<file path="src/rtl/core/h2r_pkg.sv">
package h2r_pkg;

    localparam int unsigned CHAN_W     = 8;
    localparam int unsigned LEVEL_W    = 16;              // Q8.8 level
    localparam int unsigned SXT_W      = 3;
    localparam int unsigned HUE6_W     = CHAN_W + SXT_W;
    localparam int unsigned STAGES     = 5;

    localparam logic [CHAN_W-1:0] FULL_SCALE     = 8'd255;
    localparam logic [CHAN_W-1:0] LOW_HALF_MAX   = 8'd127;
    localparam logic [2:0]        HUE_SCALE      = 3'd6;

    // floor(x/255) == (x * RECIP_255) >> RECIP_SHIFT for every 16-bit x
    localparam int unsigned       RECIP_W        = 16;
    localparam logic [RECIP_W-1:0] RECIP_255     = 16'd32897;
    localparam int unsigned       RECIP_SHIFT    = 23;

    // Largest level the cone can reach: 255.0 in Q8.8
    localparam logic [LEVEL_W-1:0] LEVEL_MAX     = 16'hFF00;

    typedef logic [CHAN_W-1:0]  t_chan;
    typedef logic [LEVEL_W-1:0] t_level;
    typedef logic [SXT_W-1:0]   t_sextant;

    localparam t_sextant SXT_RED_GREEN_UP   = 3'd0;
    localparam t_sextant SXT_GREEN_RED_DOWN = 3'd1;
    localparam t_sextant SXT_GREEN_BLUE_UP  = 3'd2;
    localparam t_sextant SXT_BLUE_GREEN_DN  = 3'd3;
    localparam t_sextant SXT_BLUE_RED_UP    = 3'd4;

endpackage

</file>
<file path="src/rtl/core/h2r_hsl_if.sv">
interface h2r_hsl_if;
    logic          valid;
    logic          ready;
    h2r_pkg::t_chan hue;
    h2r_pkg::t_chan saturation;
    h2r_pkg::t_chan lightness;

    modport source (output valid, output hue, output saturation, output lightness,
                    input ready);
    modport sink   (input valid, input hue, input saturation, input lightness,
                    output ready);
endinterface

</file>
<file path="src/rtl/core/h2r_rgb_if.sv">
interface h2r_rgb_if;
    logic          valid;
    logic          ready;
    h2r_pkg::t_chan red;
    h2r_pkg::t_chan green;
    h2r_pkg::t_chan blue;

    modport source (output valid, output red, output green, output blue, input ready);
    modport sink   (input valid, input red, input green, input blue, output ready);
endinterface

</file>
<file path="src/rtl/core/h2r_div255.sv">
// Divide a 16-bit level product by 255 through a reciprocal multiply.
module h2r_div255 (
    input  h2r_pkg::t_level i_num,
    output h2r_pkg::t_chan  o_quo
);
    logic [h2r_pkg::LEVEL_W+h2r_pkg::RECIP_W-1:0] prod;

    assign prod  = i_num * h2r_pkg::RECIP_255;
    assign o_quo = prod[h2r_pkg::RECIP_SHIFT +: h2r_pkg::CHAN_W];
endmodule

</file>
<file path="src/rtl/core/hsl_to_rgb_converter.sv">
// HSL to RGB converter, 8 bits per channel.
// Accepted items pass through stages 1 to 5 in order; stage 5 is the output register.
// Throughput: one item per clock while the output is not stalled; five register stages, each with its own valid bit.
// Backpressure stalls only the stages that are full, so bubbles are squeezed out.
// Reset (i_rst_n, synchronous, active low) empties every stage; no other state.
module hsl_to_rgb_converter (
    input  logic             i_clk,
    input  logic             i_rst_n,
    h2r_hsl_if.sink          i_hsl,
    h2r_rgb_if.source        o_rgb
);

    // Stage valid bits and load enables. A stage loads when it is empty or
    // when the stage after it moves on.
    logic [h2r_pkg::STAGES-1:0] r_vld;
    logic [h2r_pkg::STAGES-1:0] stg_en;

    always_comb begin
        stg_en[h2r_pkg::STAGES-1] = !r_vld[h2r_pkg::STAGES-1] || o_rgb.ready;
        for (int k = h2r_pkg::STAGES - 2; k >= 0; k--) begin
            stg_en[k] = !r_vld[k] || stg_en[k+1];
        end
    end

    assign i_hsl.ready = stg_en[0];

    always_ff @(posedge i_clk) begin
        if (!i_rst_n) begin
            r_vld <= '0;
        end else begin
            if (stg_en[0]) begin
                r_vld[0] <= i_hsl.valid;
            end
            for (int k = 1; k < h2r_pkg::STAGES; k++) begin
                if (stg_en[k]) begin
                    r_vld[k] <= r_vld[k-1];
                end
            end
        end
    end

    // ------------------------------------------------------------------
    // Stage 1: cone product P, so that the maximum level is P + P/255.
    //   dark half  (L <= 127): P = L * (255 + S)
    //   light half (L >= 128): P = 255*L + S*(255 - L)
    // Hue times six splits into a sextant and an 8-bit fraction.
    // ------------------------------------------------------------------
    logic                         s1_low;
    h2r_pkg::t_chan               s1_a;
    logic [h2r_pkg::CHAN_W:0]     s1_b;
    logic [h2r_pkg::LEVEL_W:0]    s1_base;
    logic [h2r_pkg::LEVEL_W:0]    s1_sum;
    logic [h2r_pkg::HUE6_W-1:0]   s1_hue6;
    h2r_pkg::t_level              n_s1_p;

    h2r_pkg::t_level              r_s1_p;
    h2r_pkg::t_chan               r_s1_lit;
    h2r_pkg::t_sextant            r_s1_sxt;
    h2r_pkg::t_chan               r_s1_frac;

    always_comb begin
        s1_low  = (i_hsl.lightness <= h2r_pkg::LOW_HALF_MAX);
        s1_a    = s1_low ? i_hsl.lightness : (h2r_pkg::FULL_SCALE - i_hsl.lightness);
        s1_b    = s1_low ? ({1'b0, h2r_pkg::FULL_SCALE} + {1'b0, i_hsl.saturation})
                         : {1'b0, i_hsl.saturation};
        s1_base = s1_low ? '0
                         : {{(h2r_pkg::LEVEL_W+1-h2r_pkg::CHAN_W){1'b0}}, h2r_pkg::FULL_SCALE}
                           * {{(h2r_pkg::LEVEL_W+1-h2r_pkg::CHAN_W){1'b0}}, i_hsl.lightness};
        s1_sum  = {{(h2r_pkg::LEVEL_W+1-h2r_pkg::CHAN_W){1'b0}}, s1_a}
                  * {{(h2r_pkg::LEVEL_W-h2r_pkg::CHAN_W){1'b0}}, s1_b} + s1_base;
        // P tops out at 255*255, so it fits the level width
        n_s1_p  = s1_sum[h2r_pkg::LEVEL_W-1:0];
        s1_hue6 = {{h2r_pkg::SXT_W{1'b0}}, i_hsl.hue}
                  * {{h2r_pkg::CHAN_W{1'b0}}, h2r_pkg::HUE_SCALE};
    end

    always_ff @(posedge i_clk) begin
        if (stg_en[0]) begin
            r_s1_p    <= n_s1_p;
            r_s1_lit  <= i_hsl.lightness;
            r_s1_sxt  <= s1_hue6[h2r_pkg::HUE6_W-1 -: h2r_pkg::SXT_W];
            r_s1_frac <= s1_hue6[h2r_pkg::CHAN_W-1:0];
        end
    end

    // ------------------------------------------------------------------
    // Stage 2: V = floor(256*P/255) = P + floor(P/255), in Q8.8.
    // ------------------------------------------------------------------
    h2r_pkg::t_chan    s2_quo;
    h2r_pkg::t_level   n_s2_vmax;

    h2r_pkg::t_level   r_s2_vmax;
    h2r_pkg::t_chan    r_s2_lit;
    h2r_pkg::t_sextant r_s2_sxt;
    h2r_pkg::t_chan    r_s2_frac;

    h2r_div255 u_div255 (
        .i_num (r_s1_p),
        .o_quo (s2_quo)
    );

    assign n_s2_vmax = r_s1_p + h2r_pkg::LEVEL_W'(s2_quo);

    always_ff @(posedge i_clk) begin
        if (stg_en[1]) begin
            r_s2_vmax <= n_s2_vmax;
            r_s2_lit  <= r_s1_lit;
            r_s2_sxt  <= r_s1_sxt;
            r_s2_frac <= r_s1_frac;
        end
    end

    // ------------------------------------------------------------------
    // Stage 3: M = 2L - V, clamped to [0, V]; span = V - M.
    // ------------------------------------------------------------------
    logic [h2r_pkg::LEVEL_W:0] s3_two_l;
    logic [h2r_pkg::LEVEL_W:0] s3_diff;
    h2r_pkg::t_level           n_s3_vmin;

    h2r_pkg::t_level   r_s3_vmin;
    h2r_pkg::t_level   r_s3_vmax;
    h2r_pkg::t_level   r_s3_span;
    h2r_pkg::t_sextant r_s3_sxt;
    h2r_pkg::t_chan    r_s3_frac;

    always_comb begin
        s3_two_l = {r_s2_lit, {(h2r_pkg::LEVEL_W+1-h2r_pkg::CHAN_W){1'b0}}};
        s3_diff  = s3_two_l - {1'b0, r_s2_vmax};
        if (s3_two_l <= {1'b0, r_s2_vmax}) begin
            n_s3_vmin = '0;
        end else if (s3_diff > {1'b0, r_s2_vmax}) begin
            n_s3_vmin = r_s2_vmax;
        end else begin
            n_s3_vmin = s3_diff[h2r_pkg::LEVEL_W-1:0];
        end
    end

    always_ff @(posedge i_clk) begin
        if (stg_en[2]) begin
            r_s3_vmin <= n_s3_vmin;
            r_s3_vmax <= r_s2_vmax;
            r_s3_span <= r_s2_vmax - n_s3_vmin;
            r_s3_sxt  <= r_s2_sxt;
            r_s3_frac <= r_s2_frac;
        end
    end

    // ------------------------------------------------------------------
    // Stage 4: ramp = (span * frac) >> 8.
    // ------------------------------------------------------------------
    logic [h2r_pkg::LEVEL_W+h2r_pkg::CHAN_W-1:0] s4_prod;

    h2r_pkg::t_level   r_s4_ramp;
    h2r_pkg::t_level   r_s4_vmin;
    h2r_pkg::t_level   r_s4_vmax;
    h2r_pkg::t_sextant r_s4_sxt;

    assign s4_prod = r_s3_span * r_s3_frac;

    always_ff @(posedge i_clk) begin
        if (stg_en[3]) begin
            r_s4_ramp <= s4_prod[h2r_pkg::CHAN_W +: h2r_pkg::LEVEL_W];
            r_s4_vmin <= r_s3_vmin;
            r_s4_vmax <= r_s3_vmax;
            r_s4_sxt  <= r_s3_sxt;
        end
    end

    // ------------------------------------------------------------------
    // Stage 5: build rising and falling levels, route them by sextant and
    // keep the integer part. Every level stays within V <= 255.0, so the
    // upper byte needs no clamp. This is also the output register.
    // ------------------------------------------------------------------
    h2r_pkg::t_level s5_rise;
    h2r_pkg::t_level s5_fall;
    h2r_pkg::t_level s5_r;
    h2r_pkg::t_level s5_g;
    h2r_pkg::t_level s5_b;

    h2r_pkg::t_chan  r_red;
    h2r_pkg::t_chan  r_green;
    h2r_pkg::t_chan  r_blue;

    always_comb begin
        s5_rise = r_s4_vmin + r_s4_ramp;
        s5_fall = r_s4_vmax - r_s4_ramp;
        case (r_s4_sxt)
            h2r_pkg::SXT_RED_GREEN_UP: begin
                s5_r = r_s4_vmax; s5_g = s5_rise;   s5_b = r_s4_vmin;
            end
            h2r_pkg::SXT_GREEN_RED_DOWN: begin
                s5_r = s5_fall;   s5_g = r_s4_vmax; s5_b = r_s4_vmin;
            end
            h2r_pkg::SXT_GREEN_BLUE_UP: begin
                s5_r = r_s4_vmin; s5_g = r_s4_vmax; s5_b = s5_rise;
            end
            h2r_pkg::SXT_BLUE_GREEN_DN: begin
                s5_r = r_s4_vmin; s5_g = s5_fall;   s5_b = r_s4_vmax;
            end
            h2r_pkg::SXT_BLUE_RED_UP: begin
                s5_r = s5_rise;   s5_g = r_s4_vmin; s5_b = r_s4_vmax;
            end
            default: begin
                // last sextant: blue falls toward red
                s5_r = r_s4_vmax; s5_g = r_s4_vmin; s5_b = s5_fall;
            end
        endcase
    end

    always_ff @(posedge i_clk) begin
        if (stg_en[4]) begin
            r_red   <= s5_r[h2r_pkg::LEVEL_W-1 -: h2r_pkg::CHAN_W];
            r_green <= s5_g[h2r_pkg::LEVEL_W-1 -: h2r_pkg::CHAN_W];
            r_blue  <= s5_b[h2r_pkg::LEVEL_W-1 -: h2r_pkg::CHAN_W];
        end
    end

    assign o_rgb.valid = r_vld[h2r_pkg::STAGES-1];
    assign o_rgb.red   = r_red;
    assign o_rgb.green = r_green;
    assign o_rgb.blue  = r_blue;

`ifndef SYNTHESIS
    // Input holds off only when every stage is full.
    a_full_when_blocked: assert property (@(posedge i_clk) disable iff (!i_rst_n)
        !i_hsl.ready |-> (&r_vld))
        else $error("input blocked while a stage is empty");

    // The maximum level never passes 255.0.
    a_vmax_bound: assert property (@(posedge i_clk) disable iff (!i_rst_n)
        r_vld[1] |-> (r_s2_vmax <= h2r_pkg::LEVEL_MAX))
        else $error("maximum level out of range");

    // Minimum and span stay consistent with the maximum.
    a_vmin_order: assert property (@(posedge i_clk) disable iff (!i_rst_n)
        r_vld[2] |-> ((r_s3_vmin <= r_s3_vmax) && (r_s3_vmin + r_s3_span == r_s3_vmax)))
        else $error("minimum level above maximum");

    // A stalled output stage keeps the stage before it from advancing.
    a_stall_holds: assert property (@(posedge i_clk) disable iff (!i_rst_n)
        (r_vld[4] && !o_rgb.ready && r_vld[3]) |=> (r_vld[3] && $stable(r_s4_ramp)))
        else $error("stage 4 lost its item under stall");
`endif

endmodule
</file>
<file path="src/flat_wrapper.sv">
// flat-port wrapper written by rule: the top's interface ports become plain ports
module hsl_to_rgb_converter_flat 
  (i_clk, i_rst_n, i_hsl_valid, i_hsl_hue, i_hsl_saturation, i_hsl_lightness, i_hsl_ready, o_rgb_valid, o_rgb_red, o_rgb_green, o_rgb_blue, o_rgb_ready);
  h2r_hsl_if i_hsl_i ();
  h2r_rgb_if o_rgb_i ();
  input  logic i_clk;
  input  logic i_rst_n;
  input wire logic [$bits(i_hsl_i.valid)-1:0] i_hsl_valid;
  input wire logic [$bits(i_hsl_i.hue)-1:0] i_hsl_hue;
  input wire logic [$bits(i_hsl_i.saturation)-1:0] i_hsl_saturation;
  input wire logic [$bits(i_hsl_i.lightness)-1:0] i_hsl_lightness;
  output wire logic [$bits(i_hsl_i.ready)-1:0] i_hsl_ready;
  output wire logic [$bits(o_rgb_i.valid)-1:0] o_rgb_valid;
  output wire logic [$bits(o_rgb_i.red)-1:0] o_rgb_red;
  output wire logic [$bits(o_rgb_i.green)-1:0] o_rgb_green;
  output wire logic [$bits(o_rgb_i.blue)-1:0] o_rgb_blue;
  input wire logic [$bits(o_rgb_i.ready)-1:0] o_rgb_ready;
  assign i_hsl_i.valid = i_hsl_valid;
  assign i_hsl_i.hue = i_hsl_hue;
  assign i_hsl_i.saturation = i_hsl_saturation;
  assign i_hsl_i.lightness = i_hsl_lightness;
  assign i_hsl_ready = i_hsl_i.ready;
  assign o_rgb_valid = o_rgb_i.valid;
  assign o_rgb_red = o_rgb_i.red;
  assign o_rgb_green = o_rgb_i.green;
  assign o_rgb_blue = o_rgb_i.blue;
  assign o_rgb_i.ready = o_rgb_ready;
  hsl_to_rgb_converter u_core (.i_clk(i_clk), .i_rst_n(i_rst_n), .i_hsl(i_hsl_i), .o_rgb(o_rgb_i));
endmodule
</file>
<file path="config.mk">
export PLATFORM = sky130hd
export DESIGN_NAME = hsl_to_rgb_converter_flat
export DESIGN_NICKNAME = d
export VERILOG_FILES = /design/src/rtl/core/h2r_pkg.sv /design/src/rtl/core/h2r_hsl_if.sv /design/src/rtl/core/h2r_rgb_if.sv /design/src/rtl/core/h2r_div255.sv /design/src/rtl/core/hsl_to_rgb_converter.sv /design/src/flat_wrapper.sv
export SDC_FILE = /design/constraint.sdc
export NUM_CORES = 1
export LEC_CHECK = 0
export CAP_MARGIN = 20
export CORE_MARGIN = 2
export CORE_UTILIZATION = 30
export CTS_CLUSTER_DIAMETER = 50
export CTS_CLUSTER_SIZE = 28
export DETAILED_ROUTE_END_ITERATION = 12
export DONT_BUFFER_PORTS = 1
export GPL_TIMING_DRIVEN = 0
export PLACE_DENSITY = 0.53
export SYNTH_ARGS = -nofsm -noshare
export SYNTH_HDL_FRONTEND = slang
export SYNTH_SLANG_ARGS = --single-unit
</file>
<file path="constraint.sdc">
create_clock -name i_clk -period 21.8 [get_ports i_clk]
set_input_delay 2.18 -clock i_clk [delete_from_list [all_inputs] [get_ports i_clk]]
set_output_delay 2.18 -clock i_clk [all_outputs]
set_load 0.02 [all_outputs]
</file>
# ---- Word-level counts from Yosys, hierarchy flattened
# Index checks and enable logic that the tools add are counted.
# Widths: inputs -> output; s select.
dict set report classes {
  addsub 8
  mul 5
  magnitude_cmp 3
  eq_ne 4
  mux 8
  reduce_logical 15
}
# op count
set op_table {}
lappend op_table {{$pmux 16 s3} 3}
lappend op_table {{$mux 16} 3}
lappend op_table {{$add 16x16->16} 2}
lappend op_table {{$sub 16x16->16} 2}
lappend op_table {{$mul 16x16->31 const B} 1}
lappend op_table {{$mul 16x7->23} 1}
lappend op_table {{$gt 17x16->1} 1}
lappend op_table {{$le 17x16->1} 1}
lappend op_table {{$sub 17x16->17} 1}
lappend op_table {{$add 16x8->16} 1}
lappend op_table {{$mul 8x8->16 const A} 1}
lappend op_table {{$mul 8x9->16} 1}
lappend op_table {{$mul 8x2->10 const B} 1}
lappend op_table {{$add 8x8->9 const A} 1}
lappend op_table {{$mux 9} 1}
lappend op_table {{$le 8x7->1 const B} 1}
lappend op_table {{$mux 8} 1}
lappend op_table {{$reduce_or 2->1} 4}
lappend op_table {{$sub 8x8->8 const A} 1}
lappend op_table {{$eq 3x2->1 const B} 2}
lappend op_table {{$logic_not 1->1} 5}
lappend op_table {{$logic_or 1x1->1} 5}
lappend op_table {{$eq 3x1->1 const B} 1}
lappend op_table {{$eq 3x3->1 const B} 1}
lappend op_table {{$logic_not 3->1} 1}
dict set report totals {
  regBits 206
  input_bits 28
  output_inout_bits 26
  word_cells 68
}

# ---- Depth between registers and ports, before layout
# Gate-level depths: netlist (run 1).
dict set report logic_depth {
  word_depth 6
  mapped_depth 29
  ltp_nobuf 29
}

# ---- Modules after synthesis
# Synthesis (run 1) repeated with hierarchy kept, for this count alone.
dict set report unflattened {
  hier_cells 1873
  area_unflattened_um2 19147.1
}
# module n_inst cells_each area_each_um2 seq_area_each_um2
set by_module_without_submodules {}
lappend by_module_without_submodules {hsl_to_rgb_converter 1 1725 17813.3 6135.9}
lappend by_module_without_submodules {h2r_div255 1 148 1333.8 0.0}

# ---- Least setup slack after synthesis (run 1)
# OpenSTA, ideal clock, no wires.
dict set report synth_path {
  path_kind {input -> register}
  start {input port i_hsl_lightness[5]}
  end {register u_core.r_s1_p[15] (data pin)}
  setup_time_ns 0.258
  t_arrival_ns 8.633
  required_time_ns 21.542
  setup_slack_ns 12.909
  stages 26
  path_buffers 0
  path_cell_list {fa_1 inv_1 fa_1 inv_1 fa_1 inv_1 fa_1 inv_1 ha_1 xor2_1 nand2_1 fa_1 fa_1 inv_1 fa_1 inv_1 fa_1 inv_1 ha_1 a21boi_0 o21a_1 o21a_1 o2111ai_1 a31oi_1 xnor2_1 xnor2_1}
}
dict set report synth_via {
  elab_chain_cells 4
  elab_cells_between_ends 8
  classes_between {add/sub (2); mul (2); order compare (1); mux (3)}
}
# element line
set synth_rtl {}
lappend synth_rtl {{start, declared} flat_wrapper.sv:11} ;# input wire logic [$bits(i_hsl_i.lightness)-1:0] i_hsl_lightness;
lappend synth_rtl {{$sub 8x8->8 / $le 8x7->1 (equally long branches)} {hsl_to_rgb_converter.sv:63, hsl_to_rgb_converter.sv:62}}
lappend synth_rtl {{$mux 8 / $mux 9 (equally long branches)} {hsl_to_rgb_converter.sv:63, hsl_to_rgb_converter.sv:64}}
lappend synth_rtl {{$mul 8x9->16} hsl_to_rgb_converter.sv:70} ;# * {{(h2r_pkg::LEVEL_W-h2r_pkg::CHAN_W){1'b0}}, s1_b} + s1_base;
lappend synth_rtl {{$add 16x16->16 *} hsl_to_rgb_converter.sv:70}
lappend synth_rtl {{via u_core.s1_sum, one bit} hsl_to_rgb_converter.sv:52} ;# logic [h2r_pkg::LEVEL_W:0] s1_sum;
lappend synth_rtl {{end signal, assigned} hsl_to_rgb_converter.sv:79} ;# r_s1_p <= n_s1_p;
lappend synth_rtl {{end, declared} hsl_to_rgb_converter.sv:56} ;# h2r_pkg::t_level r_s1_p;
# The timed path passes the listed nets; every way through them passes the cells marked *.
# A chain may end at the register's enable or synchronous reset.

# ---- Final worst setup path (run 1)
# Ends and elaborated chain as after synthesis.

==> summary.md, run 1 <==
| Metric | Value |
|---|---|
| Outcome | `finished, final reports clean` |
| Max-capacitance violation count | `0` |
| Worst endpoint required time | `22.07 ns` |
| Vertical die dimension | `255 um` |
| Element type at the critical path end | `register` |
| Critical setup path kind | `primary input to register` |
| Final HPWL from detailed placement | `34700 um` |
| Post-detailed-route count of antenna-violating nets | `0` |
| Arrival time at the worst endpoint | `9.09 ns` |
| Part of the Yosys area used for sequential elements | `32.4%` |
| Cell area after synthesis | `19000 um2` |
| Count of mapped cells out of synthesis | `1848` |
| All-Layer GR Usage | `12.9%` |
| RSZ-0062 raised after global routing | `false` |
| Fraction of post-synthesis cell area in the top cell type by area | `31.8%` |
| Clock latency reported for the late side of the worst-skew pair | `0.55 ns` |
| Crit start category | `primary input` |
| Placeable core region | `62700 um2` |
| Initial antenna violation count | `2` |
| Hold Worst Slack | `0.413 ns` |
| Number of global-route vias before repair | `13300` |
| Iteration-0 DRC count of the detailed router | `531` |
| Final count of hold timing violations | `0` |
| Die extent in x | `255 um` |
| Worst-path clk slew | `0.07 ns` |
| Initial Util | `30.2%` |
| Number of synthesized flops with an enable pin | `201` |
| Synth async-reset ratio | `0%` |
| Die Outline Area | `65200 um2` |
| Total setup buffers inserted after CTS | `0` |
| Cell Rows | `92` |
| Syn-to-layout area delta | `11.2%` |
| CTS Root Buffer Type | `clkbuf_16` |
| Cell variety after synth | `69` |
| Count of pins on the block boundary | `54` |
| Residual overflow from global routing | `0` |
| Cts hold-fix bufs | `0` |
| Worst Skew | `0.0155 ns` |
| Crit Path Max Fanout | `10` |
| Part of the cycle the worst path needs | `40.4%` |
| Min-delay worst type | `register to register` |
| Highest attainable clock frequency | `113 MHz` |
| Antenna cell count | `0` |
| Number of gates given a new drive strength after cts | `0` |
| Sum Neg Setup Slack | `0 ns` |
| DRC violation count after routing | `0` |
| Register bit count reported by yosys | `206` |
| Number of port buffers | `0` |
| Post-Synthesis Mean Instance Area | `10.3 um2` |
| Via count | `13000` |
| Number of max-slew violations in the final report | `0` |
| Largest buffer count on any clock path | `3` |
| CTS H-tree depth | `1` |
| Sinks on the clock net | `206` |
| Inserted Clock Buffers | `27` |
| Number of optimization iterations in the first detailed-route pass | `5` |
| Setup-violating endpoint count in the final report | `0` |
| Leading post-synthesis cells by cell area | `edfxtp_1 32%, ha_1 17%, fa_1 16%` |
| Routed WL per cell | `15.4 um` |
| GPL Wtd Cong | `0.890` |
| Max-Slew Margin vs Limit | `35.2%` |
| Proportion of layout cells with a drive suffix above 1 | `4.78%` |
| Dominant register cell in the synthesized netlist | `edfxtp_1` |
| Post-Synthesis Net Count | `2278` |
| Count of warnings emitted by yosys | `0` |
| Maximum number of pins on one net before global-route repair | `42` |
| First-pass GRT wire length | `68700 um` |
| TritonCTS clock tree | `built` |
| Fill cell total of the finished layout | `6346` |
| Final min period | `8.81 ns` |
| Wirelength, routed | `42200 um` |
| Cell taking the most area after synthesis | `edfxtp_1` |
| Via-to-Cell Ratio | `4.72` |
| Worst-margin pin slew | `0.971 ns` |
| Layout Nets | `2311` |
-- worst max-delay path: stages --
cell and delay [ns]:
fa_1 0.65, inv_1 0.16, fa_1 0.55, inv_1 0.05
fa_1 0.53, inv_1 0.05, fa_1 0.49, inv_1 0.04
ha_1 0.32, xor2_1 0.19, nand2_1 0.10, fa_1 0.51
fa_1 0.53, inv_1 0.05, fa_1 0.47, inv_1 0.05
fa_1 0.52, inv_1 0.04, ha_1 0.31, a21boi_0 0.15
o21a_1 0.21, o21a_1 0.21, o2111ai_1 0.26, a31oi_1 0.15
xnor2_1 0.16, xnor2_1 0.16
-- cells in the mapped netlist (3+ instances only) --
cell         n
nand2b_1     8
xnor2_1     86
edfxtp_1   201
nor3_1      33
or2_2       17
a211oi_1    15
o211a_1      3
nand4_1     11
dfxtp_1      5
mux2i_1     16
mux2_2       5
or2_1        4
buf_1        3
a21o_1      30
o21bai_1     9
inv_1      266
nand3_1     18
and2_1      46
a22oi_1      3
o21ai_1     12
nor2b_1     25
nand2_1    199
nor2_1     125
a21oi_1     73
and3_1      15
o21a_1      16
o31ai_1      3
fa_1       150
clkbuf_1    29
o211ai_1     5
a31oi_1     12
a2111oi_2    3
o2111ai_1    4
o21ai_0     41
xor2_1      36
or3_1       13
a211o_1      3
a221oi_1     5
a31o_2       4
o41ai_1      4
a21boi_0     3
ha_1       252
-- final cells by class --
cell class | instances | area (um2) | share of cell area [%]
multi-input cells | 1341 | 11700 | 55.4
flip-flops and latches | 206 | 6140 | 29.1
well taps | 846 | 1060 | 5.02
inverters | 267 | 1000 | 4.75
clock buffers | 29 | 683 | 3.24
clock inverters | 21 | 294 | 1.39
plain buffers | 34 | 143 | 0.676
repair buffers | 4 | 87.6 | 0.415
-- placed cells by master, fill, tap and decap left out, drive strengths merged, types with 53 or more instances in the layout --
cell	count
edfxtp	201
ha	252
a21oi	73
nor2	125
inv	274
nand2	199
o21ai	53
clkbuf	58
xnor2	86
fa	150
-- sequential cells by signal, summed over array words and instances (netlist names), 5 cells and up --
register / cells
u_core.r_s2_lit: 8
u_core.r_s4_ramp: 16
u_core.r_vld: 5
u_core.r_s4_vmin: 16
u_core.o_rgb.blue: 8
u_core.r_s1_p: 16
u_core.r_s3_span: 16
u_core.r_s1_frac: 7
u_core.r_s3_vmax: 16
u_core.r_s4_vmax: 16
u_core.r_s2_frac: 7
u_core.r_s2_vmax: 16
u_core.o_rgb.green: 8
u_core.r_s3_vmin: 16
u_core.o_rgb.red: 8
u_core.r_s1_lit: 8
u_core.r_s3_frac: 7
-- per-stage QoR --
stage / std cells / worst slack, ns / util, % / cell area (um2)
2_1_floorplan: 1848 / 12.91 / - / 19000
3_3_place_gp: 2694 / 12.42 / 31.9 / 20000
3_5_place_dp: 2698 / 12.39 / 32.1 / 20100
4_1_cts: 2748 / 12.96 / 33.6 / 21100
5_1_grt: 2748 / 12.54 / 33.6 / 21100
6_report: 2748 / 12.99 / 33.6 / 21100
-- layer usage --
layer / GRT usage, % / vias to the layer above / part of all wire (%)
met5: 0 / - / 0
met2: 22.6 / 251 / 49
met4: 3.37 / 0 / 2.3
li1: - / 6341 / -
met1: 16.5 / 6330 / 44
met3: 2.09 / 54 / 4.8
-- logic make-up (layout without fill, tap and decap cells) --
family / after synthesis / after routing / share of synthesized area (%)
other cells: 1 / 1 / 0.0198
compound gates: 264 / 264 / 9.14
flops: 206 / 206 / 32.4
fa+ha+maj: 402 / 402 / 32.5
simple gates: 531 / 531 / 13.2
mux: 21 / 21 / 1.14
buf+inv: 301 / 355 / 6.04
xor+xnor: 122 / 122 / 5.64
-- worst paths after layout --
kind | cells past startpoint | start | slack (ns) | endpoint
worst min register to register | 0 | u_core.r_s3_vmax[5] | 0.41 | u_core.r_s4_vmax[5]
worst min-delay path | 0 | u_core.r_s3_vmax[5] | 0.41 | u_core.r_s4_vmax[5]
worst max-delay path | 26 | i_hsl_lightness[5] | 12.99 | u_core.r_s1_p[15]
worst max register to register | 27 | u_core.r_s2_vmax[1] | 15.29 | u_core.r_s3_span[15]
Power of run 1 is not shown: default switching activity piles up to over one toggle a cycle in this logic, so the estimate is an artifact.
==> inputs of run 2 (changes only) <==
--- a/config.mk
+++ b/config.mk
@@ -5,6 +5,7 @@
 export SDC_FILE = /design/constraint.sdc
 export NUM_CORES = 1
 export LEC_CHECK = 0
+export ABC_AREA = 1
 export CAP_MARGIN = 20
 export CORE_MARGIN = 2
 export CORE_UTILIZATION = 30
==> constraint.sdc (replaced) <==
create_clock -name i_clk -period 8.45 [get_ports i_clk]
set_input_delay 0.845 -clock i_clk [delete_from_list [all_inputs] [get_ports i_clk]]
set_output_delay 0.845 -clock i_clk [all_outputs]
set_load 0.02 [all_outputs]
==> summary.md, run 2 <==
| Metric | Value |
|---|---|
| Outcome | `finished, final reports clean (unchanged)` |
| Initial Util | `30.4% (was 30.2%)` |
| Fill cell total of the finished layout | `6676 (was 6346)` |
| Post-detailed-route count of antenna-violating nets | `0 (unchanged)` |
| Leading cell type by number of instances after synthesis | `nand2_1 (was inv_1)` |
| Post-Synthesis Net Count | `2623 (was 2278)` |
| Proportion of layout cells with a drive suffix above 1 | `4.46% (was 4.78%)` |
| Dominant cell type by count on the critical path | `fa_1 (unchanged)` |
| Buffering stage count on the worst path with inverters included | `6 (was 7)` |
| CTS H-tree depth | `1 (unchanged)` |
| Hold Worst Slack | `0.391 ns (was 0.413 ns)` |
| Met3 track utilization from global routing | `1.51% (was 2.09%)` |
| Highest attainable clock frequency | `130 MHz` |
| Final count of hold timing violations | `0 (unchanged)` |
| Setup-violating endpoint count in the final report | `0 (unchanged)` |
| Inserted Clock Buffers | `23 (was 27)` |
| Clock latency reported for the late side of the worst-skew pair | `0.55 ns (about the same)` |
| Delay of the slowest critical-path stage | `0.64 ns (was 0.65 ns)` |
| Die extent in x | `260 um (was 255 um)` |
| Crit Path Max Fanout | `6 (was 10)` |
| Iteration-0 DRC count of the detailed router | `838 (was 531)` |
| CTS Root Buffer Type | `clkbuf_16 (unchanged)` |
| All-Layer GR Usage | `14.2% (was 12.9%)` |
| First-pass GRT wire length | `77100 um (was 68700 um)` |
| Layout Nets | `2653 (was 2311)` |
| Number of global-route vias before repair | `14800 (was 13300)` |
| GR Util met2 | `25.8% (was 22.6%)` |
| Part of the cycle the worst path needs | `91.2%` |
| Initial antenna violation count | `0 (was 2)` |
| Arrival time at the worst endpoint | `8.01 ns (was 9.09 ns)` |
| Number of port buffers | `0 (unchanged)` |
| Largest buffer count on any clock path | `3 (unchanged)` |
| List of most frequent post-synthesis cells | `439 x nand2_1, 411 x inv_1, 252 x ha_1 (was 266 x inv_1, 252 x ha_1, 201 x edfxtp_1)` |
| Cell Rows | `93 (was 92)` |
| Dominant register cell in the synthesized netlist | `edfxtp_1 (unchanged)` |
| Synth async-reset ratio | `0% (unchanged)` |
| Max-capacitance violation count | `0 (unchanged)` |
| Slowest-stage cell, CP | `fa_1 (unchanged)` |
| Min-delay worst type | `primary input to register (was register to register)` |
| Routed WL per cell | `15.4 um (about the same)` |
| Worst-path clk slew | `0.07 ns (about the same)` |
| Leading post-synthesis cells by cell area | `edfxtp_1 31%, ha_1 16%, fa_1 15% (was edfxtp_1 32%, ha_1 17%, fa_1 16%)` |
| Via count | `14600 (was 13000)` |
| Final min period | `7.71 ns` |
| Crit start category | `primary input (unchanged)` |
| Cell variety after synth | `50 (was 69)` |
| Number of gates given a new drive strength after cts | `0 (unchanged)` |
| Number of optimization iterations in the first detailed-route pass | `5 (unchanged)` |
| Sinks on the clock net | `206 (unchanged)` |
| Sum Neg Setup Slack | `0 ns (unchanged)` |
| Dominant delay contributor by cell family on the critical path | `adder cells (unchanged)` |
| Count of pins on the block boundary | `54 (unchanged)` |
| Count of mapped cells out of synthesis | `2193 (was 1848)` |
| Top library cells by usage in the layout, fill and taps aside | `438 x nand2_1, 409 x inv_1, 252 x ha_1 (was 265 x inv_1, 252 x ha_1, 201 x edfxtp_1)` |
| Max-Slew Margin vs Limit | `27.0% (was 35.2%)` |
| GPL Wtd Cong | `0.915 (was 0.890)` |
| Final core utilization | `33.6% (about the same)` |
| TritonCTS clock tree | `built (unchanged)` |
| Fraction of post-synthesis cell area in the top cell type by area | `30.7% (was 31.8%)` |
| Routing layer with the top usage in global route | `met2 (unchanged)` |
| RSZ-0062 raised after global routing | `false (unchanged)` |
| Syn-to-layout area delta | `10.5% (was 11.2%)` |
| Maximum number of pins on one net before global-route repair | `45 (was 42)` |
| Final Cell Area | `21700 um2 (was 21100 um2)` |
| Total setup buffers inserted after CTS | `0 (unchanged)` |
| Commonest non-fill, non-tap cell in the layout | `nand2_1 (was inv_1)` |
| Number of synthesized flops with an enable pin | `201 (unchanged)` |
| Register bit count reported by yosys | `206 (unchanged)` |
| Cts hold-fix bufs | `0 (unchanged)` |
| Antenna cell count | `0 (unchanged)` |
| Cell taking the most area after synthesis | `edfxtp_1 (unchanged)` |
| Die Outline Area | `67600 um2 (was 65200 um2)` |
| Final HPWL from detailed placement | `39300 um (was 34700 um)` |
| Residual overflow from global routing | `0 (unchanged)` |
| Count of warnings emitted by yosys | `0 (unchanged)` |
| Placed Area | `20800 um2 (was 20100 um2)` |
| Worst-margin pin slew | `1.09 ns (was 0.971 ns)` |
| Met1 capacity usage during global routing | `17.8% (was 16.5%)` |
| Number of max-slew violations in the final report | `0 (unchanged)` |
| Critical setup path kind | `primary input to register (unchanged)` |
| Via-to-Cell Ratio | `4.72 (about the same)` |
| Element type at the critical path end | `register (unchanged)` |
| Cell area after synthesis | `19700 um2 (was 19000 um2)` |
| Placeable core region | `64600 um2 (was 62700 um2)` |
| DRC violation count after routing | `0 (unchanged)` |
| Part of the Yosys area used for sequential elements | `31.2% (was 32.4%)` |
| Wirelength, routed | `47600 um (was 42200 um)` |
| Vertical die dimension | `260 um (was 255 um)` |
| Worst endpoint required time | `8.75 ns (was 22.07 ns)` |
| Post-Synthesis Mean Instance Area | `8.96 um2 (was 10.3 um2)` |
| Worst Skew | `0.0292 ns (was 0.0155 ns)` |
[run 2: changes by cell type after synthesis, moves of 27 or more]
cell     previous run  this run
xnor2_1            86        37
inv_1             266       411
and2_1             46         1
nand2_1           199       439
a21oi_1            73       136
xor2_1             36        63
nand3_1            18        96
a21o_1             30         3
[run 2: area by class of cell]
type / instances / area (um2) / share of cell area [%]
Buffer: 22 / 108 / 0.496
Clock buffer: 23 / 576 / 2.65
Clock inverter: 19 / 315 / 1.45
Inverter: 418 / 1570 / 7.23
Multi-Input combinational cell: 1547 / 11800 / 54.6
Sequential cell: 206 / 6140 / 28.3
Tap cell: 855 / 1070 / 4.93
Timing Repair Buffer: 5 / 92.6 / 0.426
[run 2: worst paths after layout]
| path | endpoint | start | cells past startpoint | slack [ns] |
|---|---|---|---|---|
| min | u_core.r_s1_lit[2] | i_hsl_lightness[2] | 0 | 0.39 |
| min reg2reg | u_core.r_s3_sxt[0] | u_core.r_s2_sxt[0] | 0 | 0.42 |
| max | u_core.r_s1_p[14] | i_hsl_lightness[5] | 32 | 0.74 |
| max reg2reg | u_core.r_s3_span[12] | u_core.r_s2_vmax[10] | 33 | 2.83 |
[run 2: kinds of logic after synthesis]
family / after synthesis / synth area share, %
compound gates: 269 / 7.55
flops: 206 / 31.2
other cells: 1 / 0.0191
fa+ha+maj: 402 / 31.3
xor+xnor: 100 / 4.46
buf+inv: 440 / 8.53
simple gates: 775 / 16.9
[run 2: routing by layer]
| metal | part of all wire [%] | wire length [um] | vias up |
|---|---|---|---|
| met5 | 0 | 0 | - |
| met4 | 2.4 | 1150 | 0 |
| met2 | 50 | 23700 | 310 |
| li1 | - | - | 7222 |
| met1 | 44 | 20900 | 7015 |
| met3 | 3.9 | 1880 | 67 |
[run 2: stage by stage]
| stage | worst slack [ns] | cells |
|---|---|---|
| after floorplan | 0.674 | 2193 |
| after global placement | 0.138 | 3048 |
| after detailed placement | 0.147 | 3052 |
| after CTS | 0.722 | 3094 |
| after global routing | 0.100 | 3095 |
| final | 0.740 | 3095 |
Power of run 2 is left out for the same reason.
==> inputs of run 3 (changes only) <==
--- a/config.mk
+++ b/config.mk
@@ -7,14 +7,13 @@
 export LEC_CHECK = 0
 export ABC_AREA = 1
 export CAP_MARGIN = 20
-export CORE_MARGIN = 2
 export CORE_UTILIZATION = 30
 export CTS_CLUSTER_DIAMETER = 50
 export CTS_CLUSTER_SIZE = 28
 export DETAILED_ROUTE_END_ITERATION = 12
 export DONT_BUFFER_PORTS = 1
 export GPL_TIMING_DRIVEN = 0
-export PLACE_DENSITY = 0.53
+export PLACE_DENSITY = 0.47
 export SYNTH_ARGS = -nofsm -noshare
 export SYNTH_HDL_FRONTEND = slang
 export SYNTH_SLANG_ARGS = --single-unit
==> summary.md, run 3 (synthesis results as in run 2) <==
| Metric | Value |
|---|---|
| DRC violation count after routing | `0 (unchanged)` |
| Final Cell Area | `21800 um2 (was 21700 um2)` |
| Via-to-Cell Ratio | `4.65 (was 4.72)` |
| Wirelength, routed | `48300 um (was 47600 um)` |
| Iteration-0 DRC count of the detailed router | `675 (was 838)` |
| Worst endpoint required time | `8.77 ns (was 8.75 ns)` |
| Highest attainable clock frequency | `129 MHz (was 130 MHz)` |
| Met3 track utilization from global routing | `1.52% (was 1.51%)` |
| Crit start category | `primary input (unchanged)` |
| Clock latency reported for the late side of the worst-skew pair | `0.57 ns (was 0.55 ns)` |
| Inserted Clock Buffers | `27 (was 23)` |
| Final HPWL from detailed placement | `40200 um (was 39300 um)` |
| Maximum number of pins on one net before global-route repair | `45 (unchanged)` |
| Worst Skew | `0.0339 ns (was 0.0292 ns)` |
| Via count | `14400 (was 14600)` |
| RSZ-0062 raised after global routing | `false (unchanged)` |
| Top library cells by usage in the layout, fill and taps aside | `438 x nand2_1, 409 x inv_1, 252 x ha_1 (unchanged)` |
| Final min period | `7.76 ns (was 7.71 ns)` |
| Number of port buffers | `0 (unchanged)` |
| GPL Wtd Cong | `0.930 (was 0.915)` |
| Sum Neg Setup Slack | `0 ns (unchanged)` |
| Layout Nets | `2657 (was 2653)` |
| Antenna cell count | `0 (unchanged)` |
| Proportion of layout cells with a drive suffix above 1 | `4.72% (was 4.46%)` |
| Number of max-slew violations in the final report | `0 (unchanged)` |
| Outcome | `finished, final reports clean (unchanged)` |
| Delay of the slowest critical-path stage | `0.66 ns (was 0.64 ns)` |
| Total setup buffers inserted after CTS | `0 (unchanged)` |
| Routing layer with the top usage in global route | `met2 (unchanged)` |
| Placeable core region | `64600 um2 (unchanged)` |
| Element type at the critical path end | `register (unchanged)` |
| Residual overflow from global routing | `0 (unchanged)` |
| Part of the cycle the worst path needs | `91.8% (was 91.2%)` |
| Crit Path Max Fanout | `6 (unchanged)` |
| Sinks on the clock net | `206 (unchanged)` |
| Met1 capacity usage during global routing | `18.6% (was 17.8%)` |
| Routed WL per cell | `15.6 um (was 15.4 um)` |
| All-Layer GR Usage | `14.6% (was 14.2%)` |
| Vertical die dimension | `258 um (was 260 um)` |
| Placed Area | `20800 um2 (unchanged)` |
| Die extent in x | `258 um (was 260 um)` |
| Number of optimization iterations in the first detailed-route pass | `5 (unchanged)` |
| Hold Worst Slack | `0.393 ns (was 0.391 ns)` |
| Fill cell total of the finished layout | `6722 (was 6676)` |
| Critical setup path kind | `primary input to register (unchanged)` |
| Die Outline Area | `66600 um2 (was 67600 um2)` |
| Max-Slew Margin vs Limit | `25.5% (was 27.0%)` |
| Cts hold-fix bufs | `0 (unchanged)` |
| Worst-margin pin slew | `1.11 ns (was 1.09 ns)` |
| Cell Rows | `93 (unchanged)` |
| Slowest-stage cell, CP | `fa_1 (unchanged)` |
| Post-detailed-route count of antenna-violating nets | `0 (unchanged)` |
| Number of gates given a new drive strength after cts | `0 (unchanged)` |
| CTS Root Buffer Type | `clkbuf_16 (unchanged)` |
| Max-capacitance violation count | `0 (unchanged)` |
| Count of pins on the block boundary | `54 (unchanged)` |
| Number of global-route vias before repair | `14700 (was 14800)` |
| Largest buffer count on any clock path | `3 (unchanged)` |
| Final count of hold timing violations | `0 (unchanged)` |
| Initial antenna violation count | `0 (unchanged)` |
| CTS H-tree depth | `1 (unchanged)` |
| Worst-path clk slew | `0.06 ns (was 0.07 ns)` |
| Setup-violating endpoint count in the final report | `0 (unchanged)` |
| GR Util met2 | `26.2% (was 25.8%)` |
| First-pass GRT wire length | `77600 um (was 77100 um)` |
| Syn-to-layout area delta | `10.7% (was 10.5%)` |
| Initial Util | `30.4% (unchanged)` |
| Min-delay worst type | `primary input to register (unchanged)` |
| Commonest non-fill, non-tap cell in the layout | `nand2_1 (unchanged)` |
| TritonCTS clock tree | `built (unchanged)` |
| Arrival time at the worst endpoint | `8.08 ns (was 8.01 ns)` |
## run 3: worst paths after layout
check                                          from              endpoint  slack (ns)  depth (start not counted)
worst min-delay path                   i_hsl_hue[0]   u_core.r_s1_frac[1]        0.39                          0
worst max-delay path             i_hsl_lightness[5]     u_core.r_s1_p[14]        0.69                         29
worst min register to register  u_core.r_s3_vmin[1]   u_core.r_s4_vmin[1]        0.40                          0
worst max register to register  u_core.r_s2_vmax[1]  u_core.r_s3_span[12]        2.88                         32
## run 3: final cells by class
class	count	area (um2)	share of cell area (%)
plain buffers	22	108	0.494
clock buffers	27	676	3.10
clock inverters	23	264	1.21
inverters	418	1570	7.21
multi-input cells	1547	11800	54.4
flip-flops and latches	206	6140	28.2
well taps	855	1070	4.92
repair buffers	5	92.6	0.425
## run 3: critical path, delay by kind of cell
family                   cells  cell delay [ns]
XOR/XNOR                     1             0.13
AND/OR/NAND/NOR              4             0.31
AO/OA/AOI/OAI                6             1.23
buffers and inverters        8             0.51
adder cells (fa/ha/maj)     10             5.03
## run 3: metrics by stage
step / utilization [%] / std cells / setup WS, ns
2_1_floorplan: - / 2193 / 0.674
3_3_place_gp: 32.1 / 3048 / 0.0635
3_5_place_dp: 32.2 / 3052 / 0.118
4_1_cts: 33.7 / 3102 / 0.700
5_1_grt: 33.7 / 3103 / 0.335
6_report: 33.7 / 3103 / 0.692
## run 3: per-layer routing
layer  vias to the layer above  part of all wire [%]
li1                       7243                     -
met1                      6889                    45
met2                       252                    49
met3                        56                   3.4
met4                         0                   2.3
met5                         -                     0
Power of run 3 is left out for the same reason.
